## config.mk

```make
export PLATFORM = sky130hd
export DESIGN_NAME = degree_phase_sine_tone_generator_flat
export DESIGN_NICKNAME = d
export VERILOG_FILES = /design/src/hdl/dpst_pkg.sv /design/src/hdl/dpst_in_if.sv /design/src/hdl/dpst_out_if.sv /design/src/hdl/dpst_front.sv /design/src/hdl/dpst_queue.sv /design/src/hdl/dpst_back.sv /design/src/hdl/degree_phase_sine_tone_generator.sv /design/src/flat_wrapper.sv
export SDC_FILE = /design/constraint.sdc
export NUM_CORES = 1
export LEC_CHECK = 0
export BUFFER_PORTS_ARGS = -buffer_cell sky130_fd_sc_hd__buf_2
export CAP_MARGIN = 10
export CORE_MARGIN = 5
export CORE_UTILIZATION = 40
export CTS_CLUSTER_DIAMETER = 40
export DETAILED_ROUTE_END_ITERATION = 10
export GPL_TIMING_DRIVEN = 0
export PLACE_DENSITY = 0.59
export SYNTH_ARGS = -nofsm -noshare
export SYNTH_HDL_FRONTEND = slang
export SYNTH_HIERARCHICAL = 1
export SYNTH_SLANG_ARGS = --single-unit
```

## constraint.sdc

```tcl
create_clock -name i_clk -period 6.6 [get_ports i_clk]
set_input_delay 0.99 -clock i_clk [delete_from_list [all_inputs] [get_ports i_clk]]
set_output_delay 0.99 -clock i_clk [all_outputs]
set_load 0.01 [all_outputs]
```

## src/hdl/dpst_pkg.sv

```systemverilog
// package for the degree-phase sine tone generator
// widths, register indexes, quarter-wave table and the queue slot type; no dependencies
`timescale 1ns / 1ps

package dpst_pkg;

    localparam int PHASE_FRACTION_BITS = 16;
    localparam int DEG_W   = 9;
    localparam int ACC_W   = DEG_W + PHASE_FRACTION_BITS;
    localparam int STEP_W  = 25;
    localparam int VOL_W   = 3;
    localparam int SUM_W   = ((ACC_W > STEP_W) ? ACC_W : STEP_W) + 1;
    localparam int IDX_W   = 7;
    localparam int TAB_N   = 1 << IDX_W;
    localparam int MAG_W   = 31;
    localparam int SMP_W   = 32;
    localparam int CFG_W   = 25;
    localparam int CFG_IDX_W = 2;
    localparam int AMP_SHIFT = 23;
    localparam int VOL_MAX = (1 << VOL_W) - 1;
    localparam longint TABLE_SCALE = 100000;

    localparam logic [SUM_W-1:0] FULL_TURN = SUM_W'(64'd360 << PHASE_FRACTION_BITS);

    localparam logic [STEP_W-1:0] STEP_RESET = STEP_W'(491520);

    // register indexes on the configuration port
    localparam logic [CFG_IDX_W-1:0] REG_PHASE_STEP   = 2'd0;
    localparam logic [CFG_IDX_W-1:0] REG_VOLUME_SHIFT = 2'd1;
    localparam logic [CFG_IDX_W-1:0] REG_SOUND_ENABLE = 2'd2;

    // sin(deg) * 100000 for 0..90 degrees
    localparam logic [16:0] QUARTER_SINE [0:90] = '{
        17'd0, 17'd1745, 17'd3490, 17'd5234, 17'd6976, 17'd8716, 17'd10453, 17'd12187,
        17'd13917, 17'd15643, 17'd17365, 17'd19081, 17'd20791, 17'd22495, 17'd24192,
        17'd25882, 17'd27564, 17'd29237, 17'd30902, 17'd32557, 17'd34202, 17'd35837,
        17'd37461, 17'd39073, 17'd40674, 17'd42262, 17'd43837, 17'd45399, 17'd46947,
        17'd48481, 17'd50000, 17'd51504, 17'd52992, 17'd54464, 17'd55919, 17'd57358,
        17'd58779, 17'd60182, 17'd61566, 17'd62932, 17'd64279, 17'd65606, 17'd66913,
        17'd68200, 17'd69466, 17'd70711, 17'd71934, 17'd73135, 17'd74314, 17'd75471,
        17'd76604, 17'd77715, 17'd78801, 17'd79864, 17'd80902, 17'd81915, 17'd82904,
        17'd83867, 17'd84805, 17'd85717, 17'd86603, 17'd87462, 17'd88295, 17'd89101,
        17'd89879, 17'd90631, 17'd91355, 17'd92050, 17'd92718, 17'd93358, 17'd93969,
        17'd94552, 17'd95106, 17'd95630, 17'd96126, 17'd96593, 17'd97030, 17'd97437,
        17'd97815, 17'd98163, 17'd98481, 17'd98769, 17'd99027, 17'd99255, 17'd99452,
        17'd99619, 17'd99756, 17'd99863, 17'd99939, 17'd99985, 17'd100000
    };

    typedef logic [MAG_W-1:0] t_scaled_tab [0:TAB_N-1];

    // floor(entry * 2^(23+7) / 100000); smaller gains are exact right shifts of this
    function automatic t_scaled_tab f_scaled_tab();
        t_scaled_tab tab;
        for (int i = 0; i < TAB_N; i++) begin
            if (i <= 90) begin
                tab[i] = MAG_W'((64'(QUARTER_SINE[i]) << (AMP_SHIFT + VOL_MAX))
                                / TABLE_SCALE);
            end else begin
                tab[i] = '0;
            end
        end
        return tab;
    endfunction

    localparam t_scaled_tab SCALED_SINE = f_scaled_tab();

    // one folded sample slot waiting for the back end
    typedef struct packed {
        logic             neg;
        logic [IDX_W-1:0] idx;
    } t_slot;

endpackage

```

## src/hdl/dpst_in_if.sv

```systemverilog
// input channel of the tone generator: one sample slot request per item
// depends on nothing
`timescale 1ns / 1ps

interface dpst_in_if;
    logic valid;
    logic ready;
    logic restart;

    modport source (output valid, output restart, input ready);
    modport sink (input valid, input restart, output ready);
endinterface

```

## src/hdl/dpst_out_if.sv

```systemverilog
// output channel of the tone generator: one signed sample per item
// depends on nothing
`timescale 1ns / 1ps

interface dpst_out_if;
    logic        valid;
    logic        ready;
    logic [31:0] sample;

    modport source (output valid, output sample, input ready);
    modport sink (input valid, input sample, output ready);
endinterface

```

## src/hdl/dpst_front.sv

```systemverilog
// front end: phase accumulator, restart and enable handling, quadrant fold
// depends on dpst_pkg
`timescale 1ns / 1ps

module dpst_front (
    input  logic                       i_clk,
    input  logic                       i_rst_n,
    input  logic                       i_valid,
    output logic                       o_ready,
    input  logic                       i_restart,
    input  logic [dpst_pkg::STEP_W-1:0] i_step,
    input  logic                       i_enable,
    input  logic                       i_full,
    output logic                       o_push,
    output dpst_pkg::t_slot            o_slot
);
    import dpst_pkg::*;

    logic [ACC_W-1:0] r_acc;
    logic [ACC_W-1:0] n_acc;
    logic [ACC_W-1:0] base;
    logic [SUM_W-1:0] sum;
    logic [SUM_W-1:0] wrapped;
    logic [ACC_W-1:0] phase;
    logic [DEG_W-1:0] deg;
    logic [DEG_W-1:0] fold;
    logic             accept;

    assign o_ready = !i_full;
    assign accept  = i_valid && o_ready;
    assign o_push  = accept && i_enable;

    always_comb begin
        base    = i_restart ? '0 : r_acc;
        sum     = SUM_W'(base) + SUM_W'(i_step);
        wrapped = (sum >= FULL_TURN) ? (sum - FULL_TURN) : sum;
        phase   = ACC_W'(wrapped);
        deg     = phase[ACC_W-1 -: DEG_W];

        n_acc = r_acc;
        if (o_push) begin
            n_acc = phase;
        end else if (accept && i_restart) begin
            n_acc = '0;
        end
    end

    // fold onto the quarter wave; past a full turn the table answer is zero
    always_comb begin
        o_slot.neg = 1'b0;
        fold       = '0;
        if (deg <= DEG_W'(90)) begin
            fold = deg;
        end else if (deg <= DEG_W'(180)) begin
            fold = DEG_W'(180) - deg;
        end else if (deg <= DEG_W'(270)) begin
            o_slot.neg = 1'b1;
            fold       = deg - DEG_W'(180);
        end else if (deg <= DEG_W'(360)) begin
            o_slot.neg = 1'b1;
            fold       = DEG_W'(360) - deg;
        end
        o_slot.idx = fold[IDX_W-1:0];
    end

    always_ff @(posedge i_clk) begin
        if (!i_rst_n) begin
            r_acc <= '0;
        end else begin
            r_acc <= n_acc;
        end
    end

endmodule

```

## src/hdl/dpst_queue.sv

```systemverilog
// short slot queue between front and back end
// depends on dpst_pkg
`timescale 1ns / 1ps

module dpst_queue (
    input  logic            i_clk,
    input  logic            i_rst_n,
    input  logic            i_push,
    input  dpst_pkg::t_slot i_slot,
    input  logic            i_pop,
    output dpst_pkg::t_slot o_slot,
    output logic            o_full,
    output logic            o_empty
);
    import dpst_pkg::*;

    localparam int DEPTH = 4;
    localparam int PTR_W = $clog2(DEPTH);

    t_slot            r_mem [0:DEPTH-1];
    logic [PTR_W-1:0] r_wr;
    logic [PTR_W-1:0] r_rd;
    logic [PTR_W:0]   r_count;
    logic             do_pop;

    assign o_full  = (r_count == (PTR_W+1)'(DEPTH));
    assign o_empty = (r_count == '0);
    assign o_slot  = r_mem[r_rd];
    assign do_pop  = i_pop && !o_empty;

    always_ff @(posedge i_clk) begin
        if (i_push) begin
            r_mem[r_wr] <= i_slot;
        end
    end

    always_ff @(posedge i_clk) begin
        if (!i_rst_n) begin
            r_wr    <= '0;
            r_rd    <= '0;
            r_count <= '0;
        end else begin
            if (i_push) begin
                r_wr <= r_wr + 1'b1;
            end
            if (do_pop) begin
                r_rd <= r_rd + 1'b1;
            end
            case ({i_push, do_pop})
                2'b10:   r_count <= r_count + 1'b1;
                2'b01:   r_count <= r_count - 1'b1;
                default: r_count <= r_count;
            endcase
        end
    end

endmodule

```

## src/hdl/dpst_back.sv

```systemverilog
// back end: table lookup, gain shift, sign and the output register
// depends on dpst_pkg
`timescale 1ns / 1ps

module dpst_back (
    input  logic                        i_clk,
    input  logic                        i_rst_n,
    input  logic                        i_avail,
    input  dpst_pkg::t_slot             i_slot,
    input  logic [dpst_pkg::VOL_W-1:0]  i_volume,
    output logic                        o_pop,
    output logic                        o_valid,
    input  logic                        i_ready,
    output logic [dpst_pkg::SMP_W-1:0]  o_sample
);
    import dpst_pkg::*;

    logic             r_valid;
    logic [SMP_W-1:0] r_sample;
    logic [VOL_W-1:0] shamt;
    logic [MAG_W-1:0] mag;
    logic [SMP_W-1:0] mag_ext;
    logic [SMP_W-1:0] n_sample;

    assign o_pop    = i_avail && (!r_valid || i_ready);
    assign o_valid  = r_valid;
    assign o_sample = r_sample;

    // table holds full gain; lower gains drop bits, which stays exact floor
    always_comb begin
        shamt    = VOL_W'(VOL_MAX) - i_volume;
        mag      = SCALED_SINE[i_slot.idx] >> shamt;
        mag_ext  = SMP_W'(mag);
        n_sample = i_slot.neg ? (SMP_W'(0) - mag_ext) : mag_ext;
    end

    always_ff @(posedge i_clk) begin
        if (o_pop) begin
            r_sample <= n_sample;
        end
    end

    always_ff @(posedge i_clk) begin
        if (!i_rst_n) begin
            r_valid <= 1'b0;
        end else if (o_pop) begin
            r_valid <= 1'b1;
        end else if (i_ready) begin
            r_valid <= 1'b0;
        end
    end

endmodule

```

## src/hdl/degree_phase_sine_tone_generator.sv

```systemverilog
// top level of the degree-phase sine tone generator
// depends on dpst_pkg, dpst_in_if, dpst_out_if, dpst_front, dpst_queue, dpst_back
`timescale 1ns / 1ps

// Usage:
//   i_slot carries one item per audio sample slot, with a restart flag that
//   clears the phase before that slot is worked. o_smp returns one signed
//   sample per slot, the same value serving left and right.
//   Configuration goes through i_cfg_we / i_cfg_idx / i_cfg_data: index 0 is
//   the phase step (degrees, 16 fraction bits), 1 the volume shift, 2 the
//   sound enable. Write only while no item is in flight.
//   With sound disabled an accepted item gives no sample and leaves the phase
//   alone, though restart still clears it.
//   From acceptance an item goes through the queue slot that the front end
//   writes and then through the output register to o_smp.valid. Throughput is
//   one item per cycle while the queue has room; the phase add and wrap loop on r_acc.
//   A four-slot queue sits between front and back end, so input keeps being
//   taken while the receiver stalls until that queue fills, and then
//   i_slot.ready drops. Synchronous reset clears the phase, the queue and the
//   output valid, and loads step 491520, volume 0 and sound enabled.

module degree_phase_sine_tone_generator (
    input  logic                           i_clk,
    input  logic                           i_rst_n,
    dpst_in_if.sink                        i_slot,
    dpst_out_if.source                     o_smp,
    input  logic                           i_cfg_we,
    input  logic [dpst_pkg::CFG_IDX_W-1:0] i_cfg_idx,
    input  logic [dpst_pkg::CFG_W-1:0]     i_cfg_data
);
    import dpst_pkg::*;

    logic [STEP_W-1:0] r_phase_step;
    logic [VOL_W-1:0]  r_volume;
    logic              r_enable;

    logic  q_push;
    logic  q_pop;
    logic  q_full;
    logic  q_empty;
    t_slot front_slot;
    t_slot head_slot;

    always_ff @(posedge i_clk) begin
        if (!i_rst_n) begin
            r_phase_step <= STEP_RESET;
            r_volume     <= '0;
            r_enable     <= 1'b1;
        end else if (i_cfg_we) begin
            case (i_cfg_idx)
                REG_PHASE_STEP:   r_phase_step <= i_cfg_data[STEP_W-1:0];
                REG_VOLUME_SHIFT: r_volume     <= i_cfg_data[VOL_W-1:0];
                REG_SOUND_ENABLE: r_enable     <= i_cfg_data[0];
                default:          r_enable     <= r_enable;
            endcase
        end
    end

    dpst_front u_front (
        .i_clk     (i_clk),
        .i_rst_n   (i_rst_n),
        .i_valid   (i_slot.valid),
        .o_ready   (i_slot.ready),
        .i_restart (i_slot.restart),
        .i_step    (r_phase_step),
        .i_enable  (r_enable),
        .i_full    (q_full),
        .o_push    (q_push),
        .o_slot    (front_slot)
    );

    dpst_queue u_queue (
        .i_clk   (i_clk),
        .i_rst_n (i_rst_n),
        .i_push  (q_push),
        .i_slot  (front_slot),
        .i_pop   (q_pop),
        .o_slot  (head_slot),
        .o_full  (q_full),
        .o_empty (q_empty)
    );

    dpst_back u_back (
        .i_clk    (i_clk),
        .i_rst_n  (i_rst_n),
        .i_avail  (!q_empty),
        .i_slot   (head_slot),
        .i_volume (r_volume),
        .o_pop    (q_pop),
        .o_valid  (o_smp.valid),
        .i_ready  (o_smp.ready),
        .o_sample (o_smp.sample)
    );

endmodule
```

## src/flat_wrapper.sv

```systemverilog
// flat-port wrapper written by rule: the top's interface ports become plain ports
module degree_phase_sine_tone_generator_flat import dpst_pkg::*;
  (i_clk, i_rst_n, i_cfg_we, i_cfg_idx, i_cfg_data, i_slot_valid, i_slot_restart, i_slot_ready, o_smp_valid, o_smp_sample, o_smp_ready);
  dpst_in_if i_slot_i ();
  dpst_out_if o_smp_i ();
  input  logic i_clk;
  input  logic i_rst_n;
  input  logic i_cfg_we;
  input  logic [dpst_pkg::CFG_IDX_W-1:0] i_cfg_idx;
  input  logic [dpst_pkg::CFG_W-1:0] i_cfg_data;
  input wire logic [$bits(i_slot_i.valid)-1:0] i_slot_valid;
  input wire logic [$bits(i_slot_i.restart)-1:0] i_slot_restart;
  output wire logic [$bits(i_slot_i.ready)-1:0] i_slot_ready;
  output wire logic [$bits(o_smp_i.valid)-1:0] o_smp_valid;
  output wire logic [$bits(o_smp_i.sample)-1:0] o_smp_sample;
  input wire logic [$bits(o_smp_i.ready)-1:0] o_smp_ready;
  assign i_slot_i.valid = i_slot_valid;
  assign i_slot_i.restart = i_slot_restart;
  assign i_slot_ready = i_slot_i.ready;
  assign o_smp_valid = o_smp_i.valid;
  assign o_smp_sample = o_smp_i.sample;
  assign o_smp_i.ready = o_smp_ready;
  degree_phase_sine_tone_generator u_core (.i_clk(i_clk), .i_rst_n(i_rst_n), .i_slot(i_slot_i), .o_smp(o_smp_i), .i_cfg_we(i_cfg_we), .i_cfg_idx(i_cfg_idx), .i_cfg_data(i_cfg_data));
endmodule
```

### Word level (Yosys, flattened, before mapping)

Memory sizes are Yosys's and may differ from the RTL's. A register that Yosys moved wholly into a read port is not among the register bits.
Cells that the tools add are included.

| storage, ports and cells | value |
|---|---|
| bits in registers | 94 |
| memory bits (writable) | 32 |
| ROM bits | 3968 |
| output and inout port bits | 34 |
| logic and storage cells | 75 |
| memories kept | 2 |

| operators by class | value |
|---|---|
| $add $sub $neg | 11 |
| magnitude comparators | 6 |
| eq/ne operators | 5 |
| shifts and indexed selects | 1 |
| multiplexer cells | 22 |
| bitwise gates (word level) | 1 |
| reductions and logical operators | 17 |

Memories:

| name | words | width | rd ports | clocked after memory_dff | write ports | RTL line | text |
|---|---|---|---|---|---|---|---|
| (no name shown) | 128 | 31 | 1 | 0 | 0 | dpst_back.sv:32 | `mag = SCALED_SINE[i_slot.idx] >> shamt;` |
| u_core.u_queue.r_mem | 4 | 8 | 1 | 1 | 1 | dpst_queue.sv:20 | `t_slot r_mem [0:DEPTH-1];` |

Operator list:

| kind | count |
|---|---|
| 2-to-1 mux 25 bit | 4 |
| 2-to-1 mux 31 bit | 3 |
| subtractor 1 x 31 -> 32 bit, first input constant | 1 |
| right shift 31 x 3 -> 31 bit | 1 |
| 2-to-1 mux 7 bit | 4 |
| adder 25 x 25 -> 26 bit | 1 |
| >= comparator 26 x 25 -> 1 bit, second input constant | 1 |
| subtractor 25 bit, second input constant | 1 |
| less-or-equal comparator 9 bit, second input constant | 2 |
| less-or-equal comparator 9 x 7 -> 1 bit, second input constant | 1 |
| less-or-equal comparator 9 x 8 -> 1 bit, second input constant | 1 |
| >= comparator 8 bit, second input constant | 1 |
| 2-to-1 mux 1 bit | 8 |
| NOT 7 -> 8 bit | 1 |
| subtractor 6 x 7 -> 7 bit, first input constant | 1 |
| subtractor 7 x 6 -> 7 bit, second input constant | 1 |
| subtractor 7 bit, first input constant | 1 |
| one-hot mux 3 bit (2 select lines) | 1 |
| AND reduction 2 bit | 3 |
| nonzero test 2 bit | 3 |
| logical AND 1 bit | 5 |
| adder 2 x 1 -> 2 bit, second input constant | 2 |
| == test 2 x 1 -> 1 bit, second input constant | 2 |
| == test 2 bit, second input constant | 2 |
| 9 further kinds | 12 |

### Depth between registers and ports, before layout

Gate-level depths: netlist of the first run.

| logic depth | value |
|---|---|
| word-level depth | 9 |
| gate-level depth with buffers | 23 |
| depth with buffers taken out | 20 |

### By module

Netlist of the first run, hierarchy kept.

By module, submodules not included:

| module | instances | cells each | area an instance (um2) |
|---|---|---|---|
| dpst_back | 1 | 1033 | 7687.4 |
| dpst_front | 1 | 430 | 3429.5 |
| dpst_queue | 1 | 91 | 1625.3 |
| degree_phase_sine_tone_generator | 1 | 126 | 1208.7 |

### Worst setup path before layout of the first run

No wires, ideal clock.

| timing | value |
|---|---|
| kind | input -> register |
| start point | input i_slot_restart |
| end point | memory u_core/u_queue/r_mem[0][3] in the netlist's numbering (data pin) |
| setup time | 0.272 ns |
| arrival | 4.820 ns |
| data required time | 6.328 ns |
| slack | 1.509 ns |
| cell stages on the path | 19 |
| path buffers | 1 |
| path through | clkbuf_1 > nor2b_1 > ha_1 > inv_1 > fa_1 > nor2b_1 > o2111ai_1 > a21oi_1 > or3_1 > a41oi_1 > xnor2_1 > inv_1 > ha_1 > nand2_1 > o211ai_1 > mux2_2 > a2111o_1 > and2_1 > a221o_1 |

RTL lines:

| element | RTL line | text |
|---|---|---|
| start: declaration | flat_wrapper.sv:12 | `input wire logic [$bits(i_slot_i.restart)-1:0] i_slot_restart;` |
| end: declaration | dpst_queue.sv:20 |  |

==> impl_metrics.json, run 1 <==
{
  "drc": 0,
  "power.density_mw_per_mm2": 571,
  "drt-total-wl_microns": 64800,
  "synth_edf_count": 64,
  "critPathMaxFanout": 19,
  "htreeDepth": 4,
  "cts_tree": "yes",
  "most-common-layout-cells": "nand2_1 (147), nor2_1 (113), buf_2 (110)",
  "worst_slack_ps": 121,
  "die-area_sq_mm": 0.0387,
  "final_common_cell": "nand2_1",
  "clk_pin_slew_ps": 60,
  "routabilityCongestion": 1.08,
  "drv_cap": 0,
  "hpwl_microns": 47900,
  "grt_pass1_vias": 14400,
  "fmax_mhz": 154,
  "num_rows": 68,
  "area_growth_pct": 11.0,
  "synth-async-reset-ratio_pct": 0,
  "yosys_warnings": 6,
  "path_class": "reg -> reg",
  "vias_per_cell": 6.73,
  "design_area_sq_mm": 0.0155,
  "sw_frac_of_total_pct": 57.3,
  "grt_max_degree": 36,
  "synth-xor-area-share_pct": 3.79,
  "synth_seq_cells": 128,
  "fp.dieW_microns": 197,
  "cts_buffers": 17,
  "crit_required_ps": 6760,
  "tns_ps": 0,
  "dp_slack_ps": -632,
  "syn_area_per_cell_sq_um": 8.30,
  "start_util_pct": 40.5,
  "wl_per_cell_microns": 29.0,
  "muxShareOfSynthArea_pct": 7.84,
  "p_leak_nw": 5.88,
  "n_fill_cell": 3477,
  "slew_headroom_pct": 17.1,
  "worstMarginPinSlew_ps": 1240,
  "power_switching_mw": 5.07,
  "comb_power_share_pct": 75.9,
  "fin_hold_ws_ps": 467,
  "grt-ovfl-total": 0,
  "portBuffers": 66,
  "placed_cell_area_sq_mm": 0.0149,
  "final_hold_viol_count": 0,
  "fin_crit_ps": 6480,
  "clk_latency_ps": 450,
  "cp-start-kind": "flip-flop",
  "final_layout_size_suffix_gt1_share_pct": 15.4,
  "synth_cells": 1680,
  "outcome": "complete, no violations",
  "synth_simple_gate_area_share_pct": 22.5,
  "cp_data_arrival_time_ps": 6640,
  "grt_use_total_pct": 32.5,
  "synth_top_family_by_area": "compound AO/OA/AOI/OAI gates",
  "setup_viol": 0,
  "final_nets": 1855,
  "synth.distinct_cells": 132,
  "cts-root-buf": "clkbuf_16",
  "p_int_mw": 3.77,
  "total_power_mw": 8.84,
  "final.setup_skew_ps": 12.8,
  "clk_path_buf_depth": 2,
  "synth_compound_area_share_pct": 30.8,
  "synth_fp_nets": 1771,
  "ios": 67,
  "hold_buffers": 0,
  "vdd_drop_max_uv": 289,
  "seqPwrFrac_pct": 13.4,
  "vias": 15000,
  "die-height_microns": 197,
  "antenna_found_initial": 2,
  "fin_crit_sh_pct": 98.2,
  "drt_iter0_markers": 1871,
  "synthAdderAreaFrac_pct": 5.38,
  "drt_pass1_iterations": 6,
  "grt_setup_unrepaired": "yes",
  "power.share.clock_pct": 10.7,
  "syn_area_sq_mm": 0.0140,
  "hold_class": "reg -> reg",
  "cts_sinks": 128,
  "grt_pass1_wl_microns": 94800,
  "core_sq_mm": 0.0345,
  "hp-start": "u_core/r_volume[2]",
  "postRouteAntennaNets": 0,
  "slew_viol_final": 0,
  "cp-end-kind": "flip-flop",
  "ys.flop_type": "edfxtp_1",
  "ys_seq_area_share_pct": 23.0
}
==> cell usage after synthesis (45+ instances only) <==
library cell | instances | area share [%]
nand2_1 | 147 | 4.0
nor2_1 | 113 | 3.0
a21oi_1 | 88 | 3.2
nor2b_1 | 83 | 3.7
o21ai_0 | 78 | 2.8
clkbuf_1 | 66 | 1.8
dfxtp_1 | 64 | 9.2
edfxtp_1 | 64 | 14
mux2i_1 | 58 | 4.2
ha_1 | 56 | 5.0
nand3_1 | 49 | 1.8
buf_2 | 45 | 1.6
nor3_1 | 45 | 1.6
==> cells by family (layout without fill, tap and decap cells) <==
| family | Yosys count | after routing |
|---|---|---|
| fa+ha+maj | 59 | 59 |
| xor+xnor | 57 | 57 |
| buf+inv | 186 | 283 |
| mux | 87 | 87 |
| other cells | 0 | 2 |
| simple gates | 599 | 599 |
| flops | 128 | 128 |
| compound gates | 564 | 564 |
==> state kept, by name (all words and copies together) (netlist names), named ones only <==
signal / flops
u_core/r_enable: 1
u_core/r_phase_step: 25
u_core/r_volume: 3
u_core/u_back/o_sample: 32
u_core/u_back/o_valid: 1
u_core/u_front/r_acc: 25
u_core/u_queue/r_count: 3
u_core/u_queue/r_mem: 32
u_core/u_queue/r_rd: 2
u_core/u_queue/r_wr: 2
==> final cells by class <==
type                       count  area [sq um]  share of cell area, %
antenna                        2          5.00                 0.0323
buffer                       138           766                   4.95
clock buffer                  21           504                   3.26
clock inverter                11          86.3                  0.558
inverter                      45           169                   1.09
multi-input combinational   1366          9840                   63.5
sequential                   128          3200                   20.7
tap                          455           569                   3.68
timing repair buffer          68           345                   2.23
==> path summary, 6_finish.rpt <==
path                                              endpoint  slack (ps)  cells after the start
worst max-delay path            u_core/u_back/o_sample[24]         120                     16
worst min-delay path                    u_core/r_volume[2]         470                      2
worst max register to register  u_core/u_back/o_sample[24]         120                     16
worst min register to register          u_core/r_volume[2]         470                      2
==> stage by stage <==
| stage | utilization [%] | std cells |
|---|---|---|
| 2_1_floorplan | - | 1680 |
| 3_3_place_gp | 43.1 | 2201 |
| 3_5_place_dp | 43.1 | 2201 |
| 4_1_cts | 44.9 | 2232 |
| 5_1_grt | 44.9 | 2232 |
| 6_report | 44.9 | 2234 |
==> power groups by stage <==
stage | sequential [mW] | clock [mW] | combinational (mW)
3_3_place_gp | 1.20 | 0 | 6.45
2_1_floorplan | 1.26 | 0 | 4.00
6_report | 1.18 | 0.944 | 6.71
4_1_cts | 1.19 | 0.966 | 6.36
3_5_place_dp | 1.20 | 0 | 6.33
5_1_grt | 1.20 | 1.00 | 6.92
==> metal layers <==
| layer | track usage, % | wire, microns |
|---|---|---|
| met4 | 15.9 | 3630 |
| met5 | 0 | 27 |
| met1 | 41.8 | 26000 |
| met3 | 9.26 | 6590 |
| met2 | 50.0 | 28500 |
==> worst max-delay path, cell delays in order, from the launching register on <==
cell	delay [ps]
dfxtp_1	600
mux4_2	470
buf_4	380
inv_1	320
ha_1	310
clkbuf_1	340
mux2i_1	720
a221oi_1	210
a211o_1	420
a211oi_1	320
o32ai_1	240
o221ai_1	360
o2111ai_1	300
or2_2	350
clkbuf_1	190
a2111oi_0	400
o311ai_0	240
==> repair_timing <==
item	CTS	global route
setup endpoints to repair	26	19
gates resized for setup	3	4
buffers inserted	0	2
hold endpoints to repair	0	0
pin swaps	0	1
(Power assumes the default switching activity.)
==> run 2, diff against run 1 <==
--- a/config.mk
+++ b/config.mk
@@ -15,5 +15,4 @@
 export PLACE_DENSITY = 0.59
 export SYNTH_ARGS = -nofsm -noshare
 export SYNTH_HDL_FRONTEND = slang
-export SYNTH_HIERARCHICAL = 1
 export SYNTH_SLANG_ARGS = --single-unit
==> run 2 against run 1 <==
  * Non-clock buffer count grew 2
  * Hold slack improved by 6.8 ps
  * Sequential cell count unchanged
  * Synthesized cell count is 2.3% lower
  * First-iteration DRC count is 18% lower
  * Critical path type unchanged
  * Critical endpoint is now u_core.u_back.o_sample[22]
  * Highest routed layer is now met4
==> impl_metrics.json, run 2 <==
{
  "drt_iter0_markers": 1542,
  "met3_length_microns": 4920,
  "syn_area_per_cell_sq_um": 8.19,
  "crit_required_ps": 6790,
  "vias": 14200,
  "antenna_found_initial": 0,
  "htreeDepth": 4,
  "placedCellCount": 2156,
  "grt_use_total_pct": 30.3,
  "m1WireLength_microns": 24100,
  "sw_frac_of_total_pct": 55.5,
  "synth.distinct_cells": 103,
  "drc": 0,
  "synth_cells": 1641,
  "path_class": "reg -> reg",
  "cp_data_arrival_time_ps": 6630,
  "ys_seq_area_share_pct": 23.8,
  "fin_crit_sh_pct": 97.6,
  "drt-total-wl_microns": 58700,
  "power.density_mw_per_mm2": 588,
  "p_leak_nw": 5.68,
  "final_hold_viol_count": 0,
  "diodes": 0,
  "final_common_cell": "nand2_1",
  "wl_met2_microns": 26100,
  "vdd_drop_max_uv": 247,
  "drv_cap": 0,
  "slew_headroom_pct": 18.7,
  "final.setup_skew_ps": 10.5,
  "final_cells": 2190,
  "critPathMaxFanout": 11,
  "comb_power_share_pct": 75.9,
  "setup_viol": 0,
  "synth_most_common_cell": "nand2_1",
  "cts_sinks": 128,
  "cts_tree": "yes",
  "hpwl_microns": 44000,
  "hp-start": "u_core.r_phase_step[11]",
  "ios": 67,
  "synth-async-reset-ratio_pct": 0,
  "area_growth_pct": 12.7,
  "outcome": "complete, no violations",
  "cp-end-kind": "flip-flop",
  "hold_buffers": 0,
  "syn_area_sq_mm": 0.0134,
  "final_layout_size_suffix_gt1_share_pct": 15.8,
  "dp_slack_ps": -1220,
  "synth_fp_nets": 1741,
  "routabilityCongestion": 1.07,
  "core_sq_mm": 0.0334,
  "power.share.clock_pct": 10.7,
  "die-height_microns": 193,
  "grt_max_degree": 33,
  "cts_buffers": 17,
  "yosys_warnings": 0,
  "fin_crit_ps": 6440,
  "synth_top_cells_by_area": "edfxtp_1 (14%), dfxtp_1 (9.5%), ha_1 (6.1%)",
  "cp-start-kind": "flip-flop",
  "wl_per_cell_microns": 26.8,
  "cts-root-buf": "clkbuf_16",
  "fmax_mhz": 155,
  "worst_slack_ps": 158,
  "grt-ovfl-total": 0,
  "n_fill_cell": 3420,
  "hold_class": "reg -> reg",
  "drt_pass1_iterations": 6,
  "most-common-layout-cells": "nand2_1 (159), nor2_1 (110), a21oi_1 (101)",
  "grt_pass1_vias": 13500,
  "start_util_pct": 40.3,
  "synth_seq_cells": 128,
  "postRouteAntennaNets": 0,
  "slew_viol_final": 0,
  "clk_path_buf_depth": 2,
  "yosys-top-cells-count": "nand2_1 (159), nor2_1 (111), a21oi_1 (103), o21ai_0 (89), clkbuf_1 (87)",
  "yosysTopAreaCell": "edfxtp_1",
  "total_power_mw": 8.91,
  "fp.dieW_microns": 193,
  "yosys.area.top_type_share_pct": 14.3,
  "seqPwrFrac_pct": 13.5,
  "power_switching_mw": 4.95,
  "die-area_sq_mm": 0.0374,
  "portBuffers": 65,
  "clk_latency_ps": 440,
  "p_int_mw": 3.96,
  "maxUsedRoutingLayer": "met4",
  "ys.flop_type": "edfxtp_1",
  "synth_edf_count": 64,
  "num_rows": 67,
  "grt_pass1_wl_microns": 87400,
  "final_nets": 1829,
  "worstMarginPinSlew_ps": 1220,
  "clk_pin_slew_ps": 70,
  "vias_per_cell": 6.47
}
[run 2: cell types whose count changed after synthesis, sizes merged, moves of 11 or more]
cell	change
a21boi	+18
a21oi	+14
and2	+13
buf	-23
clkbuf	+21
mux2	+11
nand3	-17
nor2b	-15
[run 2: power groups by stage]
stage | sequential, mW | clock (mW) | combinational (mW)
floorplan | 1.28 | 0 | 4.05
global placement | 1.23 | 0 | 6.43
detailed placement | 1.22 | 0 | 6.34
CTS | 1.20 | 0.968 | 6.43
global route | 1.22 | 1.01 | 7.06
finish | 1.20 | 0.952 | 6.76
[run 2: layout make-up]
cell class                      instances  area, sq um  area share (%)
Multi-Input combinational cell       1337         9520            62.8
Sequential cell                       128         3200            21.2
Buffer                                137          752            4.97
Tap cell                              448          561            3.70
Clock buffer                           19          464            3.07
Timing Repair Buffer                   71          383            2.53
Inverter                               37          143           0.942
Clock inverter                         13          124           0.818
[run 2: worst max-delay path: stages (launching register included)]
cell and delay (ps):
dfxtp_1 320, buf_6 150, mux4_2 620, clkbuf_2 270, inv_1 290, ha_2 430
inv_1 280, mux2_2 360, a221oi_2 350, o21ai_1 120, a221oi_2 430, mux2i_2 210
mux4_2 520, a2111o_1 330, or4_4 550, nor3b_2 260, nand2_1 170, o41a_1 350
xor2_1 150
[run 2: cell families (layout without fill, tap and decap cells)]
group | after synthesis | count (layout) | synth area share (%)
muxes | 104 | 104 | 9.82
AOI/OAI and AO/OA | 539 | 539 | 28.4
DFF | 128 | 128 | 23.8
adders and majority gates | 68 | 68 | 6.43
xor gates and xnor gates | 57 | 57 | 3.72
buffers and inverters | 176 | 277 | 6.42
and+or+nand+nor | 569 | 569 | 21.4
[run 2: worst paths after layout]
path | end | slack [ps] | cells after the start
setup / recovery | u_core.u_back.o_sample[22] | 160 | 18
hold reg to reg | u_core.r_phase_step[11] | 470 | 2
setup reg to reg | u_core.u_back.o_sample[22] | 160 | 18
hold / removal | u_core.r_phase_step[11] | 470 | 2
[run 2: layer usage]
layer  vias to the layer above  track usage [%]
met4                         0             16.3
met3                       212             6.02
met2                       817             47.6
met5                         -                0
li1                       6374                -
met1                      6764             39.3
[run 2: what timing repair did]
item	CTS	global route
resized for setup	28	34
pin swaps	0	3
setup buffers	0	4
setup endpoints to repair	34	44
[run 2: per-stage QoR]
step / area (sq um) / utilization, % / hold slack, ps / setup TNS (ps)
global placement: 14300 / 42.9 / 463 / -39980
detailed placement: 14400 / 43.0 / 466 / -33470
global route: 15100 / 45.4 / 509 / -0.641
CTS: 15000 / 45.0 / 477 / 0
floorplan: 13400 / - / 447 / 0
finish: 15100 / 45.4 / 474 / 0
==> run 3, diff against run 2 <==
--- a/config.mk
+++ b/config.mk
@@ -13,6 +13,7 @@
 export DETAILED_ROUTE_END_ITERATION = 10
 export GPL_TIMING_DRIVEN = 0
 export PLACE_DENSITY = 0.59
+export REMOVE_ABC_BUFFERS = 1
 export SYNTH_ARGS = -nofsm -noshare
 export SYNTH_HDL_FRONTEND = slang
 export SYNTH_SLANG_ARGS = --single-unit
==> run 3 against run 2 <==
  * Via count fell by 5.6%
  * Clock skew fell by 3.0 ps
  * Count of clock-buffer cells in the layout fell by 2
  * Total power fell by 9.3%
  * Final area fell by 3.6%
  * Non-clock buffer count fell by 130
  * Die area did not move
  * Combinational power fell by 13%
==> impl_metrics.json, run 3 (synthesis gave the netlist of run 2 again) <==
{
  "total_power_mw": 8.08,
  "cts_sinks": 128,
  "ios": 67,
  "min_to": "u_core.r_phase_step[22]",
  "slew_viol_final": 0,
  "fin_crit_sh_pct": 96.2,
  "core_sq_mm": 0.0334,
  "slew_headroom_pct": 18.1,
  "grt_pass1_vias": 12700,
  "cp-end-kind": "flip-flop",
  "drt_pass1_iterations": 6,
  "final.setup_skew_ps": 7.45,
  "critPathMaxFanout": 19,
  "grt-ovfl-total": 0,
  "reg2reg_to": "u_core.u_back.o_sample[27]",
  "fmax_mhz": 157,
  "cp-start-kind": "flip-flop",
  "cp_data_arrival_time_ps": 6520,
  "worstMarginPinSlew_ps": 1230,
  "drt-total-wl_microns": 46900,
  "clk_pin_slew_ps": 70,
  "cts_tree": "yes",
  "power.density_mw_per_mm2": 554,
  "fin_crit_ps": 6350,
  "rrSetupSlack_ps": 250,
  "final_hold_viol_count": 0,
  "area_growth_pct": 8.64,
  "drt_iter0_markers": 1563,
  "p_leak_nw": 5.39,
  "cts_buffers": 17,
  "hp-start": "u_core.r_phase_step[22]",
  "fin_hold_ws_ps": 473,
  "hold_depth": 2,
  "final_nets": 1703,
  "htreeDepth": 4,
  "cts-root-buf": "clkbuf_16",
  "path_class": "reg -> reg",
  "grt_pass1_wl_microns": 73600,
  "vdd_drop_max_uv": 225,
  "wl_per_cell_microns": 22.7,
  "portBuffers": 66,
  "antenna_found_initial": 0,
  "grt_setup_unrepaired": "no",
  "postRouteAntennaNets": 0,
  "hpwl_microns": 31300,
  "clk_latency_ps": 430,
  "setup_viol": 0,
  "final_common_cell": "nand2_1",
  "drv_cap": 0,
  "clk_path_buf_depth": 2,
  "final_layout_size_suffix_gt1_share_pct": 13.6,
  "grt_use_total_pct": 24.1,
  "die-height_microns": 193,
  "grt_max_degree": 85,
  "vias": 13400,
  "n_fill_cell": 3406,
  "num_rows": 67,
  "drc": 0,
  "diodes": 0,
  "vias_per_cell": 6.48,
  "die-area_sq_mm": 0.0374,
  "ff2ff_path_depth": 17,
  "fp.dieW_microns": 193,
  "crit_required_ps": 6770,
  "routabilityCongestion": 1.02,
  "hold_class": "reg -> reg",
  "outcome": "complete, no violations",
  "most-common-layout-cells": "nand2_1 (159), nor2_1 (111), a21oi_1 (101)",
  "start_util_pct": 40.3
}
[run 3: cell count changes in the layout (fill, tap and decap cells not counted), sizes merged]
cell | before | now
clkbuf | 103 | 17
buf | 124 | 78
inv | 39 | 44
mux4 | 19 | 23
clkinv | 9 | 6
bufinv | 1 | 0
clkinvlp | 1 | 2
[run 3: layer usage]
metal	vias up	routed length, microns	global-route usage (%)
met3	185	4140	5.18
met4	0	2640	11.6
met1	6290	18800	30.6
li1	6143	-	-
met2	750	21400	39.2
met5	-	0	0
[run 3: layout make-up]
type | count | area [sq um] | share of cell area, %
Clock buffer | 17 | 425 | 2.91
Sequential cell | 128 | 3210 | 22.0
Tap cell | 448 | 561 | 3.84
Multi-Input combinational cell | 1341 | 9600 | 65.8
Timing Repair Buffer | 78 | 489 | 3.35
Inverter | 37 | 148 | 1.01
Clock inverter | 15 | 163 | 1.11
[run 3: through the flow]
step / TNS, ps / area, sq um / cells / util (%) / setup slack (ps)
floorplan: -1670 / 12700 / 1502 / - / -247
global placement: -73820 / 13600 / 2016 / 40.8 / -2460
detailed placement: -47690 / 13800 / 2024 / 41.2 / -1620
CTS: 0 / 14500 / 2064 / 43.5 / 22.2
global route: 0 / 14600 / 2064 / 43.7 / 42.4
finish: 0 / 14600 / 2064 / 43.7 / 249
[run 3: power by group]
group	internal (mW)	switching [mW]	leakage [nW]
clock network	0.509	0.431	0.288
logic	2.06	3.82	3.98
registers	1.15	0.109	1.12
[run 3: repair_timing]
action                     CTS  global route
resized for setup           11            19
buffers inserted             4             0
cloned                       4             0
pin swaps                    0             1
setup endpoints to repair   55            40
hold buffers                 0             0
[run 3: how the worst max path moves through the flow]
| stage | depth (start not counted) | slack [ps] | start | endpoint |
|---|---|---|---|---|
| 3_3_place_gp | 15 | -2460 | flip-flop | u_core.u_back.o_sample[27] |
| 2_1_floorplan | 15 | -250 | flip-flop | u_core.u_back.o_sample[27] |
| 5_1_grt | 17 | 40 | flip-flop | u_core.u_back.o_sample[27] |
| 3_5_place_dp | 15 | -1620 | flip-flop | u_core.u_back.o_sample[27] |
| 6_report | 17 | 250 | flip-flop | u_core.u_back.o_sample[27] |
| 4_1_cts | 17 | 20 | i_slot_restart | u_core.u_queue.r_mem[3][2] |
[run 3: critical path: stages, from the launching register on]
cell	delay (ps)
dfxtp_4	560
mux4_2	700
clkinvlp_4	290
ha_4	330
inv_1	100
ha_1	290
nor3_1	350
o21ai_0	120
and3_1	200
nor4_1	810
mux2i_1	290
mux4_2	550
nor2_1	180
and3_1	280
nor3b_2	250
nand2b_1	290
o41ai_4	380
xor2_1	120
